==> config.mk <==
export PLATFORM = sky130hd
export DESIGN_NAME = ilws_cell
export DESIGN_NICKNAME = d
export VERILOG_FILES = /design/src/hdl/ilws_pkg.sv /design/src/hdl/ilws_cell.sv
export SDC_FILE = /design/constraint.sdc
export NUM_CORES = 1
export LEC_CHECK = 0
export BUFFER_PORTS_ARGS = -buffer_cell sky130_fd_sc_hd__buf_2
export CAP_MARGIN = 40
export CORE_ASPECT_RATIO = 0.7
export CORE_MARGIN = 1
export CORE_UTILIZATION = 31
export CTS_CLUSTER_DIAMETER = 120
export CTS_CLUSTER_SIZE = 25
export DETAILED_ROUTE_END_ITERATION = 7
export GPL_TIMING_DRIVEN = 0
export HOLD_SLACK_MARGIN = 0.06
export PLACE_DENSITY_LB_ADDON = 0.2
export SYNTH_ARGS = -nofsm -noshare
export SYNTH_HDL_FRONTEND = slang
export SYNTH_SLANG_ARGS = --single-unit
==> constraint.sdc <==
create_clock -name clock -period 4.99 [get_ports clock]
set_input_delay 0 -clock clock [delete_from_list [all_inputs] [get_ports clock]]
set_output_delay 0 -clock clock [all_outputs]
set_load 0.02 [all_outputs]
==> src/hdl/ilws_pkg.sv <==
`default_nettype none

package ilws_pkg;

   localparam int DATA_W   = 32;
   localparam int POS_W    = 7;
   localparam int CMD_W    = 3;
   localparam int STATUS_W = 2;
   localparam int FILL_W   = 7;

   typedef enum logic [CMD_W-1:0] {
      CMD_READ    = 3'd0,
      CMD_REPLACE = 3'd1,
      CMD_APPEND  = 3'd2,
      CMD_INSERT  = 3'd3,
      CMD_DELETE  = 3'd4
   } cmd_type;

   typedef enum logic [STATUS_W-1:0] {
      ST_OK    = 2'd0,
      ST_RANGE = 2'd1,
      ST_FULL  = 2'd2
   } status_type;

   typedef enum logic [1:0] {
      CELL_HOLD,
      CELL_WRITE,
      CELL_SHIFT_UP,
      CELL_SHIFT_DOWN
   } cell_op_type;

   typedef struct packed {
      cell_op_type              op;
      logic signed [DATA_W-1:0] value;
   } cell_ctl_type;

endpackage

`default_nettype wire

==> src/hdl/ilws_cell.sv <==
`default_nettype none

module ilws_cell #(
   parameter int INDEX = 0,
   parameter int IDX_W = 6
) (
   input  wire logic                                clock,
   input  wire ilws_pkg::cell_ctl_type              ctl,
   input  wire logic                  [IDX_W-1:0]   target,
   input  wire logic signed [ilws_pkg::DATA_W-1:0]  left_data,
   input  wire logic signed [ilws_pkg::DATA_W-1:0]  right_data,
   output logic signed      [ilws_pkg::DATA_W-1:0]  data
);

   localparam logic [IDX_W-1:0] MY_INDEX = IDX_W'(INDEX);

   logic signed [ilws_pkg::DATA_W-1:0] data_ff;
   logic signed [ilws_pkg::DATA_W-1:0] data_in;
   logic                               hit;
   logic                               above;

   assign hit   = (MY_INDEX == target);
   assign above = (MY_INDEX > target);

   always_comb begin
      data_in = data_ff;
      unique case (ctl.op)
         ilws_pkg::CELL_WRITE: begin
            if (hit) data_in = ctl.value;
         end
         ilws_pkg::CELL_SHIFT_UP: begin
            if (hit) data_in = ctl.value;
            else if (above) data_in = left_data;
         end
         ilws_pkg::CELL_SHIFT_DOWN: begin
            if (hit || above) data_in = right_data;
         end
         default: data_in = data_ff;
      endcase
   end

   always_ff @(posedge clock) begin
      data_ff <= data_in;
   end

   assign data = data_ff;

endmodule

`default_nettype wire

; Word level (Yosys, flattened, before mapping)
; Index checks and enable logic that the tools add are counted.
[totals]
in_bits = 105
output_inout_bits = 32
elab_cells = 17
reg_bits = 32
[op_classes]
eq_ne = 6
order_cmp = 1
n_reduce_logical = 4
muxes = 5
[ops]
columns = op, count
row1 = $mux W32, 4
row2 = $pmux W32 S3, 1
row3 = $gt A1 B6 Y1 const A, 1
row4 = $logic_not A6 Y1, 1
row5 = $eq A2 B2 Y1 const B, 2
row6 = $ne A2 B2 Y1 const B, 2
row7 = $reduce_and A4 Y1, 1
row8 = $ne A3 B3 Y1 const B, 1
row9 = $reduce_bool A3 Y1, 1
row10 = $eq A2 B1 Y1 const B, 1
row11 = $logic_or A1 B1 Y1, 1

; Logic depth before layout (Yosys ltp)
[depth]
depth_word = 4
ltp_mapped = 5
mapped_depth_nobuf = 3

; Worst setup path before layout
; No wires, ideal clock.
[synth_path]
path_kind = input port to flip-flop
startpoint = input port ctl[32] (netlist bit)
endpoint = register data_ff (netlist bit data[0]) (enable)
cell_stages = 3
setup_ns = 0.387
t_arrival_ns = 1.381
setup_slack_ns = 3.222
cell_sequence = buf_4 > clkbuf_1 > o211a_1
[synth_via]
elab_chain_cells = 3
elab_cells_between_ends = 8
cone_classes = 6 x eq/ne / 2 x reduce/logical
[synth_lines]
columns = item, line
row1 = from (decl), ilws_cell.sv:8  ; input wire ilws_pkg::cell_ctl_type ctl,
row2 = $eq A2 B2 Y1 or $eq A2 B1 Y1 (tied branches), ilws_cell.sv:27  ; unique case (ctl.op)
row3 = $ne A3 B3 Y1 (no source line) (tied with other cells), -
row4 = $reduce_and A4 Y1 (no source line) (*), -
row5 = to (signal assigned), ilws_cell.sv:43  ; data_ff <= data_in;
row6 = to (decl), ilws_cell.sv:17  ; logic signed [ilws_pkg::DATA_W-1:0] data_ff;
; Mark *: on every way between the ends. The rest lies on a longest branch, timed or not.
; A chain may end at the register's enable or synchronous reset.

; Final worst setup path
[layout_path]
startpoint = input port target[0]
endpoint = register data_ff (netlist bit data[6]) (enable)
[layout_via]
elab_chain_cells = 4
elab_cells_between_ends = 7
cone_classes = 1 x order compare / 3 x eq/ne / 3 x reduce/logical
[layout_lines]
columns = item, line
row1 = from (decl), ilws_cell.sv:9  ; input wire logic [IDX_W-1:0] target,
row2 = $gt A1 B6 Y1 or $logic_not A6 Y1 (tied branches), "ilws_cell.sv:23, ilws_cell.sv:22"
row3 = $logic_or A1 B1 Y1, ilws_cell.sv:36  ; if (hit || above) data_in = right_data;
row4 = $ne A2 B2 Y1 (no source line), -
row5 = $reduce_and A4 Y1 (no source line) (*), -
; Marks and branches as above.

==> results.md <==
* Outcome: finished, final reports clean
* Reg clk slew, reported paths at ~70 ps
* Rel. slew slack at 0.481
* Core Region at 0.00685 sq mm
* Netlist cell types at 16
* Final net count at 437
* Critical Path Source: target[0]
* Crit path DAT at 1760 ps
* Placer Congestion at roughly 0.75
* Worst setup EP type: flip-flop
* Synth-to-Final Area Change at 40.2%
* Number of global-route vias before repair at 2144
* Placed inst area at 0.00306 sq mm
* Pwr dens at 207 mW/mm^2
* Hold Path Class: input pin to flip-flop
* ANT cells at 0
* Hold Crit Depth at 3
* Final setup fails at 0
* Max FFs per register at 32
* Post-route antenna net violation count at 0
* Port Buffers at around 140
* Num CTS Buffers at 5
* GR Util All Layers at 0.172
* Most frequent cells in the layout: buf_2, inv_1, nor2_1
* RSZ-0062 raised after global routing: false
* Vias at 2099
* First-pass GRT wire length at 10200 microns
* Via density at ~4.9
* Standard-cell rows at 25
* Max-slew violations at 0
* Mapped Nets at 294
* Lkg Pwr at 1.37 nW
* Final TNS setup at 0 ps
* Chip width at 104 microns
* Peak supply drop at 0.0756 mV
* Drt wl/cell at 15.3 microns
* Fin crit share at 0.354
* Die Area at between 0.007 and 0.008 sq mm
* DRC at 0
* Critical path class: input pin to flip-flop
* Fillers at 684
* Pre-Repair DR Iteration Count at 4
* CTS Hold Bufs at 0
* CTS tree: done
* Initial Util at 0.327
* CTS root buf: clkbuf_8
* Synth Warn # at 0
* Die Y at 73.1 microns
* Post-CTS sizing at 0
* Final hold vios at 0
* Worst Path Required at 4980 ps
* Hpwl dp at 4900 microns
* Longest Clk Path Bufs at 2
* Initial antenna violation count at 0
* Number of synthesized register bits at 32
* Setup crit end: data[6]
* Io pins at 137
* Commonest non-fill, non-tap cell in the layout: buf_2
* Max_cap viols at 0
* CTS H-tree lvls at 2
* Worst Tran Pin Value at 778 ps
* Critical Path Fanout Max at 17
* Final Instance Area at around 0.0031 sq mm
* Register area share after synthesis at 0.429
* Post-CTS Setup Bufs at 0
* Synthesized cell area at 0.00224 sq mm
* Aggregate routed wire length at about 6500 microns
* Initial DRC Count at 59
* Fmax at 565 MHz
* Layout cell share with drive strength beyond 1 at 0.577
* Clock sinks at 32
* WHS at about 83 ps
* Mapped Cells at 189
* Total global routing overflow at 0
* Avg Synthesized Cell Area at 11.8 sq um
* Min cycle time layout at 1770 ps
* Startpoint Class: input pin
* Largest net degree at the start of global routing at 18
## kinds of logic after synthesis
kind of cell	synth area share
and+or+nand+nor	0.0671
DFF	0.429
buffers and inverters	0.136
AOI/OAI and AO/OA	0.367
## power breakdown
group          internal, W  total (W)  switching, W  leakage (nW)
combinational    0.0000749   0.000152     0.0000770          1.03
clock            0.0000972   0.000195     0.0000981        0.0399
sequential        0.000302   0.000302   0.000000525         0.300
## area by class of cell
type,count,area [sq um],share of cell area
Timing Repair Buffer,136,703,0.224
Clock buffer,7,76.3,0.0243
Sequential cell,32,961,0.306
Clock inverter,1,3.75,0.00120
Inverter,33,124,0.0395
Tap cell,94,118,0.0375
Buffer,23,181,0.0578
Multi-Input combinational cell,101,972,0.310
## critical path, cell delays in order
cell	delay (ps)
buf_2	110
nor4_4	530
buf_6	220
o211a_1	650
buf_16	240
## how the worst min path moves through the flow
stage / from / slack [ps] / to
CTS: ctl[22] / 70 / data[22]
finish: ctl[18] / 80 / data[18]
detailed placement: ctl[22] / 370 / data[22]
global placement: ctl[5] / 380 / data[5]
floorplan: ctl[0] / 270 / data[0]
global route: ctl[7] / 80 / data[7]
## synthesized netlist by cell type
cell type,n,share of area
buf_6,3,0.015
buf_4,4,0.013
buf_12,3,0.027
a21o_4,1,0.0067
inv_1,33,0.055
buf_2,6,0.013
clkbuf_2,1,0.0022
o211a_1,1,0.0045
a221oi_2,32,0.21
a2111oi_0,3,0.012
a2111oi_1,29,0.13
nor3_1,1,0.0022
edfxtp_1,32,0.43
nor2_1,33,0.055
nor4_4,1,0.0095
clkbuf_1,6,0.010
## per-stage QoR
step | power (W) | utilization | setup WS (ps) | instances
2_1_floorplan | 0.000399 | - | 3220 | 189
3_3_place_gp | 0.000460 | 0.443 | 2580 | 418
3_5_place_dp | 0.000461 | 0.447 | 2910 | 419
4_1_cts | 0.000657 | 0.458 | 3200 | 427
5_1_grt | 0.000680 | 0.458 | 3090 | 427
6_report | 0.000649 | 0.458 | 3220 | 427
## layer usage
metal | share of wire | wire (microns) | track usage | vias to the layer above
met5 | 0 | 0 | 0 | -
met4 | 0.0051 | 33 | 0.0386 | 0
met3 | 0.091 | 596 | 0.0554 | 4
met2 | 0.42 | 2740 | 0.281 | 96
met1 | 0.48 | 3150 | 0.225 | 962
li1 | - | - | - | 1037
(Power assumes the default switching activity.)
